<file path="src/design/debounced_press_classifier_top_macros.svh">
`ifndef DEBOUNCED_PRESS_CLASSIFIER_TOP_MACROS_SVH
`define DEBOUNCED_PRESS_CLASSIFIER_TOP_MACROS_SVH

// same-cycle implication on clk, quiet during reset
`define DPC_ASSERT_IMP(lbl, ante, cons) \
	lbl: assert property (@(posedge clk) disable iff (!arst_n) (ante) |-> (cons)) \
		else $error("dpc same-cycle check failed");

// next-cycle implication on clk, quiet during reset
`define DPC_ASSERT_NXT(lbl, ante, cons) \
	lbl: assert property (@(posedge clk) disable iff (!arst_n) (ante) |=> (cons)) \
		else $error("dpc next-cycle check failed");

`endif

</file>
<file path="src/design/dpc_pkg.sv">
package dpc_pkg;

	localparam int TimerBits = 16;
	localparam int CfgBits   = 16;
	localparam int IdxBits   = 2;
	localparam int CmpBits   = (TimerBits > CfgBits) ? TimerBits : CfgBits;

	typedef logic [TimerBits-1:0] age_t;
	typedef logic [CfgBits-1:0]   cfg_word_t;

	typedef enum logic [IdxBits-1:0] {
		RegDebounce  = 2'd0,
		RegLongPress = 2'd1,
		RegDoubleGap = 2'd2
	} cfg_reg_t;

	typedef enum logic [1:0] {
		EvNone   = 2'd0,
		EvSingle = 2'd1,
		EvDouble = 2'd2,
		EvLong   = 2'd3
	} event_t;

	localparam cfg_word_t DebounceReset  = 16'd50;
	localparam cfg_word_t LongPressReset = 16'd1000;
	localparam cfg_word_t DoubleGapReset = 16'd300;

	typedef struct packed {
		cfg_word_t debounce_ticks;
		cfg_word_t long_press_ticks;
		cfg_word_t double_gap_ticks;
	} cfg_t;

	typedef struct packed {
		logic   pending;
		event_t event_code;
		logic   new_event;
	} result_t;

	function automatic age_t age_inc(input age_t a);
		age_t r;
		r = (a == '1) ? a : age_t'(a + age_t'(1));
		return r;
	endfunction

	function automatic logic [CmpBits-1:0] age_ext(input age_t a);
		logic [CmpBits-1:0] r;
		r = CmpBits'(a);
		return r;
	endfunction

	function automatic logic [CmpBits-1:0] cfg_ext(input cfg_word_t c);
		logic [CmpBits-1:0] r;
		r = CmpBits'(c);
		return r;
	endfunction

endpackage

</file>
<file path="src/design/dpc_core.sv">
module dpc_core (
	input  logic             clk,
	input  logic             arst_n,
	input  logic             en,
	input  logic             raw,
	input  logic             ack_in,
	input  dpc_pkg::cfg_t    cfg,
	output dpc_pkg::result_t res
);

	logic            prev_raw_q;
	logic            stable_level_q;
	dpc_pkg::age_t   debounce_age_q;
	logic            press_timing_q;
	dpc_pkg::age_t   press_age_q;
	logic            awaiting_second_q;
	dpc_pkg::age_t   release_age_q;
	logic            pending_q;
	dpc_pkg::event_t last_event_q;

	logic            stable_level_d;
	dpc_pkg::age_t   debounce_age_d;
	logic            press_timing_d;
	dpc_pkg::age_t   press_age_d;
	logic            awaiting_second_d;
	dpc_pkg::age_t   release_age_d;
	logic            pending_d;
	dpc_pkg::event_t last_event_d;
	logic            fired;

	always_comb begin
		pending_d         = ack_in ? 1'b0 : pending_q;
		press_age_d       = dpc_pkg::age_inc(press_age_q);
		release_age_d     = dpc_pkg::age_inc(release_age_q);
		debounce_age_d    = (raw != prev_raw_q) ? '0 : dpc_pkg::age_inc(debounce_age_q);
		stable_level_d    = stable_level_q;
		press_timing_d    = press_timing_q;
		awaiting_second_d = awaiting_second_q;
		last_event_d      = last_event_q;
		fired             = 1'b0;

		if (dpc_pkg::age_ext(debounce_age_d) > dpc_pkg::cfg_ext(cfg.debounce_ticks)) begin
			// drop an expired double-press window
			if (awaiting_second_d &&
			    dpc_pkg::age_ext(release_age_d) > dpc_pkg::cfg_ext(cfg.double_gap_ticks)) begin
				awaiting_second_d = 1'b0;
			end
			if (raw != stable_level_q) begin
				stable_level_d = raw;
				if (raw) begin
					if (!awaiting_second_d) begin
						press_timing_d = 1'b1;
						press_age_d    = '0;
					end else begin
						last_event_d      = dpc_pkg::EvDouble;
						fired             = 1'b1;
						awaiting_second_d = 1'b0;
					end
				end else if (!awaiting_second_d && press_timing_d &&
				             dpc_pkg::age_ext(press_age_d) <
				             dpc_pkg::cfg_ext(cfg.long_press_ticks)) begin
					last_event_d      = dpc_pkg::EvSingle;
					fired             = 1'b1;
					awaiting_second_d = 1'b1;
					press_timing_d    = 1'b0;
					release_age_d     = '0;
				end
			end else if (raw && press_timing_d &&
			             dpc_pkg::age_ext(press_age_d) >=
			             dpc_pkg::cfg_ext(cfg.long_press_ticks)) begin
				last_event_d   = dpc_pkg::EvLong;
				fired          = 1'b1;
				press_timing_d = 1'b0;
			end
		end
		if (fired) begin
			pending_d = 1'b1;
		end
	end

	always_ff @(posedge clk or negedge arst_n) begin
		if (!arst_n) begin
			prev_raw_q        <= 1'b0;
			stable_level_q    <= 1'b0;
			debounce_age_q    <= '0;
			press_timing_q    <= 1'b0;
			press_age_q       <= '0;
			awaiting_second_q <= 1'b0;
			release_age_q     <= '0;
			pending_q         <= 1'b0;
			last_event_q      <= dpc_pkg::EvNone;
		end else if (en) begin
			prev_raw_q        <= raw;
			stable_level_q    <= stable_level_d;
			debounce_age_q    <= debounce_age_d;
			press_timing_q    <= press_timing_d;
			press_age_q       <= press_age_d;
			awaiting_second_q <= awaiting_second_d;
			release_age_q     <= release_age_d;
			pending_q         <= pending_d;
			last_event_q      <= last_event_d;
		end
	end

	assign res.pending    = pending_d;
	assign res.event_code = last_event_d;
	assign res.new_event  = fired;

endmodule

</file>
<file path="src/design/debounced_press_classifier_top.sv">
// channel | direction | handshake            | payload
// input   | in        | in_valid / in_stall  | raw_level, ack
// output  | out       | out_valid / out_stall | pending, event_code, new_event
//
// One word per cycle while out_stall is low: a word is held in the input
// register, then one pass through the classifier logic loads the output register.
// The classifier state registers advance only when a word moves into the output register.
// Reset clears valid and classifier state and loads config defaults 50, 1000 and 300.
// A held output word stalls the input register, which then raises in_stall.
`include "debounced_press_classifier_top_macros.svh"

module debounced_press_classifier_top (
	input  logic                         clk,
	input  logic                         arst_n,
	input  logic                         in_valid,
	output logic                         in_stall,
	input  logic                         raw_level,
	input  logic                         ack,
	output logic                         out_valid,
	input  logic                         out_stall,
	output logic                         pending,
	output logic [1:0]                   event_code,
	output logic                         new_event,
	input  logic                         cfg_we,
	input  logic [dpc_pkg::IdxBits-1:0]  cfg_index,
	input  logic [dpc_pkg::CfgBits-1:0]  cfg_data
);

	dpc_pkg::cfg_t    cfg_q;
	logic             v_s1;
	logic             raw_s1;
	logic             ack_s1;
	logic             v_s2;
	dpc_pkg::result_t res_s2;
	dpc_pkg::result_t res;
	logic             adv;
	logic             take;

	assign adv      = !v_s2 || !out_stall;
	assign in_stall = v_s1 && !adv;
	assign take     = in_valid && !in_stall;

	always_ff @(posedge clk or negedge arst_n) begin
		if (!arst_n) begin
			cfg_q.debounce_ticks   <= dpc_pkg::DebounceReset;
			cfg_q.long_press_ticks <= dpc_pkg::LongPressReset;
			cfg_q.double_gap_ticks <= dpc_pkg::DoubleGapReset;
		end else if (cfg_we) begin
			case (cfg_index)
				dpc_pkg::RegDebounce:  cfg_q.debounce_ticks   <= cfg_data;
				dpc_pkg::RegLongPress: cfg_q.long_press_ticks <= cfg_data;
				dpc_pkg::RegDoubleGap: cfg_q.double_gap_ticks <= cfg_data;
				default: ;
			endcase
		end
	end

	always_ff @(posedge clk or negedge arst_n) begin
		if (!arst_n) begin
			v_s1 <= 1'b0;
			v_s2 <= 1'b0;
		end else begin
			if (adv) begin
				v_s2 <= v_s1;
			end
			if (!in_stall) begin
				v_s1 <= in_valid;
			end
		end
	end

	always_ff @(posedge clk) begin
		if (take) begin
			raw_s1 <= raw_level;
			ack_s1 <= ack;
		end
		if (adv && v_s1) begin
			res_s2 <= res;
		end
	end

	dpc_core u_core (
		.clk    (clk),
		.arst_n (arst_n),
		.en     (v_s1 && adv),
		.raw    (raw_s1),
		.ack_in (ack_s1),
		.cfg    (cfg_q),
		.res    (res)
	);

	assign out_valid  = v_s2;
	assign pending    = res_s2.pending;
	assign event_code = res_s2.event_code;
	assign new_event  = res_s2.new_event;

	`DPC_ASSERT_IMP(a_event_sets_pending, out_valid && new_event, pending)
	`DPC_ASSERT_IMP(a_event_has_code, out_valid && new_event, event_code != dpc_pkg::EvNone)
	`DPC_ASSERT_NXT(a_stage_moves, v_s1 && adv, out_valid)
	`DPC_ASSERT_IMP(a_stall_only_when_full, in_stall, v_s1 && out_valid && out_stall)

endmodule

</file>
<file path="config.mk">
export PLATFORM = sky130hd
export DESIGN_NAME = debounced_press_classifier_top
export DESIGN_NICKNAME = d
export VERILOG_FILES = /design/src/design/dpc_pkg.sv /design/src/design/dpc_core.sv /design/src/design/debounced_press_classifier_top.sv
export VERILOG_INCLUDE_DIRS = /design/src /design/src/design
export SDC_FILE = /design/constraint.sdc
export NUM_CORES = 1
export LEC_CHECK = 0
export BUFFER_PORTS_ARGS = -buffer_cell sky130_fd_sc_hd__buf_2
export CAP_MARGIN = 15
export CORE_ASPECT_RATIO = 1.2
export CORE_MARGIN = 1
export CORE_UTILIZATION = 52
export CTS_BUF_LIST = sky130_fd_sc_hd__clkbuf_16
export DETAILED_ROUTE_END_ITERATION = 12
export HOLD_SLACK_MARGIN = 0.08
export PLACE_DENSITY = 0.69
export SLEW_MARGIN = 40
export SYNTH_ARGS = -nofsm -noshare
export SYNTH_HDL_FRONTEND = slang
export SYNTH_HIERARCHICAL = 1
export SYNTH_SLANG_ARGS = --single-unit
export TNS_END_PERCENT = 50
</file>
<file path="constraint.sdc">
create_clock -name clk -period 8.6 [get_ports clk]
set_input_delay 1.72 -clock clk [delete_from_list [all_inputs] [get_ports clk]]
set_output_delay 1.72 -clock clk [all_outputs]
set_load 0.005 [all_outputs]
</file>
==> qor.log, run 1 <==
INFO  die            ios=31
INFO  worst_setup_path critPathKind=reg -> reg
INFO  routing        remaining_drc_errors=0
INFO  yosys          dominantRegCellSynth=dfrtp_1
INFO  timing         finalSetupTns=0ns
INFO  clocking       clock_tree.root_cell=clkbuf_16
INFO  yosys          synth.cells.most_frequent=dfrtp_1 (92), inv_1 (73), mux2_2 (58)
INFO  timing         timing_max_transition_violations_final=0
INFO  routing        drt_iter0_markers=352
INFO  routing        routed_wire_length_per_instance=17.2um
INFO  worst_setup_path start_kind=flop
INFO  worst_setup_path slowest_delay=0.63ns
INFO  clocking       cts.reportedPaths.clkPinSlew=0.08ns
INFO  yosys          synth_fp_nets=770
INFO  clocking       cts_tree=done
INFO  clocking       numCtsBuffers=9
INFO  routing        drt_first_pass_iters=5
INFO  routing        dr_total_vias=5,054
INFO  yosys          yosys.cell_types.count=71
INFO  layout         growth_of_design_area_from_synthesis_to_finish=7.91%
INFO  power          pwr_cell_area=202nW/um2
INFO  die            floorplan.die.width=107um
INFO  place          place_hpwl=11.2mm
INFO  yosys          synth-async-reset-ratio=94.6%
INFO  routing        totalWireLength=15.2mm
INFO  timing         finalWorstPathRequiredPeriod=4.63ns
INFO  global_route   gr-usage-all-layers=23.8%
INFO  power          power.total=1.51mW
INFO  yosys          synth_sequential_area_ratio=40.7%
INFO  worst_setup_path path_delay_family=simple AND/OR/NAND/NOR gates
INFO  worst_setup_path arrival=4.88ns
INFO  timing         setup_violations=0
INFO  place          place_area=7190um2
INFO  place          port_buffers=30
INFO  layout         fin_area=7480um2
INFO  clocking       h-tree-depth=3
INFO  clocking       cts-hold-fix-buffers=0
INFO  clocking       cts_buffer_depth=2
INFO  yosys          synth-seq-cells=111
INFO  worst_setup_path critPathMostFrequentCell=ha_1
INFO  power          max-vdd-ir-drop=0.125mV
INFO  timing         period_share=53.9%
INFO  place          global_placer_s_final_weighted_congestion=0.877
INFO  clocking       clock_sink_count=111
INFO  layout         drive_gt1_share=19.9%
INFO  yosys          post_synth_inst_count=692
INFO  timing         slew_headroom=52.7%
INFO  yosys          synth-warning-count=6
INFO  power          leakagePower=3.52nW
INFO  clocking       clock_insertion_delay_worst_skew=0.36ns
INFO  timing         rsz0062_at_grt=no
INFO  worst_setup_path critical_path_cell_sequence=ha_1 > nand2_1 > nor4_4 > a211oi_1 > nor3b_1 > xnor2_1 > nor2_1 > ha_1 > nand4_1 > nor4_1 > a21boi_0 > o31a_1 > and3_1 > nor2_8 > a22o_1
INFO  global_route   overflow_left_after_global_routing=0
INFO  layout         antenna_cells=0
INFO  die            core_area=12,800um2
INFO  routing        detail-route-antenna-nets=0
INFO  global_route   grt_max_degree=72
INFO  die            initial_utilization=54.0%
INFO  timing         fmaxAchievable=216MHz
INFO  timing         report.final.hold_viol_count=0
INFO  global_route   grt_first_pass_wirelength=25.1mm
INFO  layout         layout.core_utilization=58.3%
INFO  worst_setup_path critPathRequiredTime=8.84ns
INFO  worst_setup_path critPathBufInv=0
INFO  global_route   number_of_antenna_violations_at_the_first_check_in_global_routing=0
INFO  worst_hold_path type_of_the_worst_min_delay_path=reg -> reg
INFO  flow_run       timing.max_cap.violations=0
INFO  die            rows=45
INFO  die            die-height=128um
INFO  clocking       ctsResizeCount=0
INFO  worst_setup_path critical_path_sink_type=flop
INFO  routing        drt-vias-per-instance=5.72
INFO  layout         nNetsFinal=793
INFO  timing         worst_pin_slew=0.692ns
INFO  clocking       cts.repair_timing.setup_buffer_count=0
INFO  timing         hold-worst-slack=0.489ns
INFO  worst_setup_path critical-path-slowest-cell=and3_1
INFO  yosys          avgSynthCellArea=10.0um2
INFO  yosys          synth_largest_area_cell=dfrtp_1
INFO  die            die_area=13,800um2
INFO  yosys          synth_enable_flop_cells=6
INFO  global_route   grt_pass1_vias=5,092
INFO  yosys          synth_largest_type_area_fraction=33.2%
INFO  timing         skew=0.0115ns
INFO  run_status     run_status=completed
INFO  yosys          synth.cell_area=6930um2
INFO  yosys          synth_area_leaders=dfrtp_1 (33%), ha_1 (9.6%), mux2_2 (9.4%)
INFO  yosys          synthMostInstantiatedCell=dfrtp_1
INFO  worst_setup_path worst_path_max_fanout=10
## cells in the final DEF, fill, tap and decap left out, types with 8 or more instances in the layout
cell        n
dfstp_2    13
nand3_1    30
clkbuf_16   9
nor2_1     44
a22o_1      8
ha_1       53
xor2_1     19
inv_1      75
o2bb2ai_1  14
nor3_1     11
a21oi_1    30
nand2_1    52
dfrtp_1    92
mux2_2     58
o21ai_0    24
nand4_1    17
buf_2      29
a21o_1     12
xnor2_1    22
and3_1     10
## through the flow
step,setup slack (ns),cells
6_report,3.97,884
5_1_grt,3.60,884
4_1_cts,3.96,883
3_5_place_dp,4.02,867
3_3_place_gp,4.27,867
2_1_floorplan,4.88,692
## layer usage
layer	GRT usage [%]	wire, um	vias up
li1	-	-	2498
met1	29.5	6650	2442
met2	40.7	7670	86
met3	4.10	437	28
met4	10.4	468	0
met5	0	0	-
## worst register-to-register path, cell delays in order (launching register included)
cell and delay, ns:
dfrtp_1 0.41, ha_1 0.22, nand2_1 0.15, nor4_4 0.09, a211oi_1 0.54, nor3b_1 0.41
xnor2_1 0.16, nor2_1 0.06, ha_1 0.31, nand4_1 0.12, nor4_1 0.42, a21boi_0 0.27
o31a_1 0.38, and3_1 0.63, nor2_8 0.07, a22o_1 0.27
## cell type report
type | instances | area (um2)
repair buffers | 34 | 190
flip-flops and latches | 111 | 2820
well taps | 164 | 205
clock buffers | 9 | 225
fillers | 1105 | 5360
inverters | 74 | 278
multi-input cells | 485 | 3710
clock inverters | 7 | 48.8
## sequential cells by signal, summed over array words and instances (netlist names)
| register | flops |
|---|---|
| cfg_q | 48 |
| u_core/debounce_age_q | 16 |
| u_core/press_age_q | 16 |
| u_core/release_age_q | 16 |
| event_code | 2 |
| u_core/last_event_q | 2 |
| ack_s1 | 1 |
| new_event | 1 |
| out_valid | 1 |
| pending | 1 |
| raw_s1 | 1 |
| u_core/awaiting_second_q | 1 |
| u_core/pending_q | 1 |
| u_core/press_timing_q | 1 |
| u_core/prev_raw_q | 1 |
| u_core/stable_level_q | 1 |
| v_s1 | 1 |
## final timing paths
kind                                          start                   endpoint  slack (ns)  depth (start not counted)
max                        u_core/debounce_age_q[0]      u_core/press_age_q[8]        3.97                         15
min                                            v_s1                  out_valid        0.49                          1
max reg2reg                u_core/debounce_age_q[0]      u_core/press_age_q[8]        3.97                         15
min reg2reg                                    v_s1                  out_valid        0.49                          1
max in group asynchronous                    arst_n  u_core/debounce_age_q[12]        6.30                          2
min in group asynchronous                    arst_n     u_core/press_age_q[13]        1.30                          1
## power breakdown
group / internal, mW / total [mW] / switching [mW]
combinational: 0.181 / 0.418 / 0.237
clock: 0.198 / 0.396 / 0.199
sequential: 0.615 / 0.693 / 0.0779
total: 0.994 / 1.51 / 0.514
## logic make-up (layout without fill, tap and decap cells)
group,Yosys count,count (layout),synth area share (%)
and+or+nand+nor,203,203,15.8
AOI/OAI and AO/OA,125,125,12.6
DFF,111,111,40.7
buffers and inverters,96,124,5.92
muxes,63,63,10.2
adders and majority gates,53,53,9.57
xor gates and xnor gates,41,41,5.18
(Power assumes the default switching activity.)
==> run 2: changes to the inputs <==
==> constraint.sdc (replaced) <==
create_clock -name clk -period 4.3 [get_ports clk]
set_input_delay 0.86 -clock clk [delete_from_list [all_inputs] [get_ports clk]]
set_output_delay 0.86 -clock clk [all_outputs]
set_load 0.005 [all_outputs]
==> run 2 against run 1 <==
  * Non-clock buffer count rose by 10
  * First-iteration DRC count fell by 48%
  * Power rose by 100%
  * Register-to-register slack got worse by 3.7 ns
  * Wire length rose by 1.2%
  * Die area did not move
  * Via count rose by 4.0%
  * Sequential power rose by 100%
  * Clock skew fell by 0.0020 ns
  * Utilization rose by 1.3 points
==> qor.log, run 2 (synthesis gave the netlist of run 1 again) <==
INFO  place          place_inst=875 [+0.92%]
INFO  die            initial_utilization=54.0% [unchanged]
INFO  worst_setup_path critical_path_sink_type=flop
INFO  die            die_area=13,800um2 [unchanged]
INFO  routing        detail-route-antenna-nets=0 [unchanged]
INFO  worst_setup_path start_kind=flop
INFO  routing        routed_wire_length_per_instance=17.2um [about the same]
INFO  worst_setup_path arrival=4.32ns [-0.56 ns]
INFO  timing         slew_headroom=54.5% [+1.8 points]
INFO  layout         layout.core_utilization=59.5% [+1.3 points]
INFO  global_route   grt_first_pass_wirelength=25.7mm [+2.6%]
INFO  routing        dr_total_vias=5,254 [+4.0%]
INFO  global_route   overflow_left_after_global_routing=0 [unchanged]
INFO  worst_hold_path type_of_the_worst_min_delay_path=reg -> reg
INFO  layout         nNetsFinal=803 [+1.3%]
INFO  power          power.total=3.08mW [+100%]
INFO  clocking       clock_tree.root_cell=clkbuf_16
INFO  clocking       numCtsBuffers=9 [unchanged]
INFO  global_route   gr-usage-all-layers=24.2% [+0.47 points]
INFO  clocking       clock_insertion_delay_worst_skew=0.36ns [about the same]
INFO  run_status     run_status=completed
INFO  routing        remaining_drc_errors=0 [unchanged]
INFO  layout         flip_flop_count_of_the_largest_register_after_layout=48 [unchanged]
INFO  timing         worst_pin_slew=0.682ns [-0.0102 ns]
INFO  flow_run       timing.max_cap.violations=0 [unchanged]
INFO  power          leakagePower=3.59nW [+2.0%]
INFO  power          max-vdd-ir-drop=0.256mV [+100%]
INFO  clocking       cts_buffer_depth=2 [unchanged]
INFO  place          port_buffers=30 [unchanged]
INFO  global_route   number_of_antenna_violations_at_the_first_check_in_global_routing=0 [unchanged]
INFO  die            floorplan.die.width=107um [unchanged]
INFO  layout         stdcell_count=894 [+1.1%]
INFO  routing        totalWireLength=15.4mm [+1.2%]
INFO  die            ios=31 [unchanged]
INFO  layout         layout.cells.most_common=dfrtp_1
INFO  layout         growth_of_design_area_from_synthesis_to_finish=10.2%
INFO  place          place_area=7270um2 [+1.0%]
INFO  die            core_area=12,800um2 [unchanged]
INFO  clocking       cts.reportedPaths.clkPinSlew=0.08ns [about the same]
INFO  layout         fin_area=7640um2 [+2.2%]
INFO  timing         skew=0.00958ns [-0.00195 ns]
INFO  clocking       clock_sink_count=111 [unchanged]
INFO  layout         final_cell_mix=dfrtp_1 (90), inv_1 (74), mux2_2 (58), ha_1 (53), nand2_1 (52)
INFO  worst_setup_path slowest_delay=0.56ns [-0.07 ns]
INFO  place          global_placer_s_final_weighted_congestion=0.874 [-0.35%]
INFO  global_route   grt_max_degree=83 [+15%]
INFO  layout         drive_gt1_share=22.5% [+2.6 points]
INFO  place          place_hpwl=11.5mm [+2.2%]
INFO  clocking       cts_tree=done
INFO  timing         finalSetupTns=0ns [unchanged]
INFO  timing         period_share=94.9% [+41 points]
INFO  routing        drt_iter0_markers=184 [-48%]
INFO  timing         finalWorstPathRequiredPeriod=4.08ns [-0.551 ns]
INFO  layout         fillers=1,086 [-1.7%]
INFO  layout         regMostFlops=cfg_q
INFO  power          pwr_cell_area=403nW/um2 [+100%]
INFO  timing         fmaxAchievable=245MHz [+14%]
INFO  worst_setup_path critical-path-slowest-cell=or4_4
INFO  die            die-height=128um [unchanged]
INFO  timing         report.final.hold_viol_count=0 [unchanged]
INFO  clocking       h-tree-depth=3 [unchanged]
INFO  worst_setup_path critPathRequiredTime=4.53ns [-4.31 ns]
INFO  global_route   grt_pass1_vias=5,243 [+3.0%]
INFO  worst_setup_path worst_path_max_fanout=6 [-4]
INFO  worst_setup_path critPathKind=reg -> reg
INFO  timing         setup_violations=0 [unchanged]
INFO  layout         antenna_cells=0 [unchanged]
INFO  routing        drt_first_pass_iters=7 [+2]
INFO  timing         timing_max_transition_violations_final=0 [unchanged]
INFO  die            rows=45 [unchanged]
INFO  routing        drt-vias-per-instance=5.88 [+2.8%]
INFO  worst_setup_path critical_path_cell_sequence=and4_1 > nand4_1 > nor4_4 > nand3_1 > mux2i_2 > inv_1 > ha_1 > nand4_2 > nor3_1 > or4_4 > o31ai_4 > a21oi_1 > o2111ai_1 > mux2_1
-- run 2: layout make-up --
type / instances / area (um2) / area share [%]
Clock buffer: 9 / 225 / 2.95
Clock inverter: 7 / 63.8 / 0.835
Inverter: 74 / 278 / 3.64
Multi-Input combinational cell: 485 / 3760 / 49.2
Sequential cell: 111 / 2830 / 37.0
Tap cell: 164 / 205 / 2.69
Timing Repair Buffer: 44 / 280 / 3.67
-- run 2: worst max-delay path, delay by kind of cell, from the launching register on --
family | cells | cell delay [ns]
muxes | 2 | 0.60
and+or+nand+nor | 7 | 1.77
buffers and inverters | 1 | 0.08
AOI/OAI and AO/OA | 3 | 0.71
DFF | 1 | 0.46
adders and majority gates | 1 | 0.33
-- run 2: where the power goes --
part / switching (mW) / internal (mW) / leakage (nW)
clock network: 0.413 / 0.409 / 0.148
registers: 0.158 / 1.23 / 1.35
logic: 0.494 / 0.372 / 2.09
total: 1.06 / 2.01 / 3.59
-- run 2: stage by stage --
step	hold WS (ns)	setup slack, ns
2_1_floorplan	0.443	0.576
3_3_place_gp	0.462	0.193
3_5_place_dp	0.467	0.108
4_1_cts	0.485	0.0609
5_1_grt	0.503	-0.0121
6_report	0.487	0.219
-- run 2: final timing paths --
| kind | from | end | slack, ns | depth (start not counted) |
|---|---|---|---|---|
| min in group asynchronous | arst_n | u_core/press_age_q[12] | 0.53 | 1 |
| hold reg to reg | v_s1 | out_valid | 0.49 | 1 |
| setup / recovery | u_core/release_age_q[5] | u_core/press_timing_q | 0.22 | 14 |
| setup reg to reg | u_core/release_age_q[5] | u_core/press_timing_q | 0.22 | 14 |
| hold / removal | v_s1 | out_valid | 0.49 | 1 |
| max in group asynchronous | arst_n | cfg_q[33] | 3.02 | 2 |
-- run 2: per-layer routing --
metal / wire [um] / GRT usage [%]
met5: 0 / 0
met3: 423 / 3.14
met2: 7650 / 40.2
met4: 627 / 13.8
met1: 6710 / 30.6
-- run 2: repair_timing --
action	CTS	global route
hold buffers	0	0
endpoints found under the setup margin	0	40
setup buffers	0	2
gates resized for setup	0	12
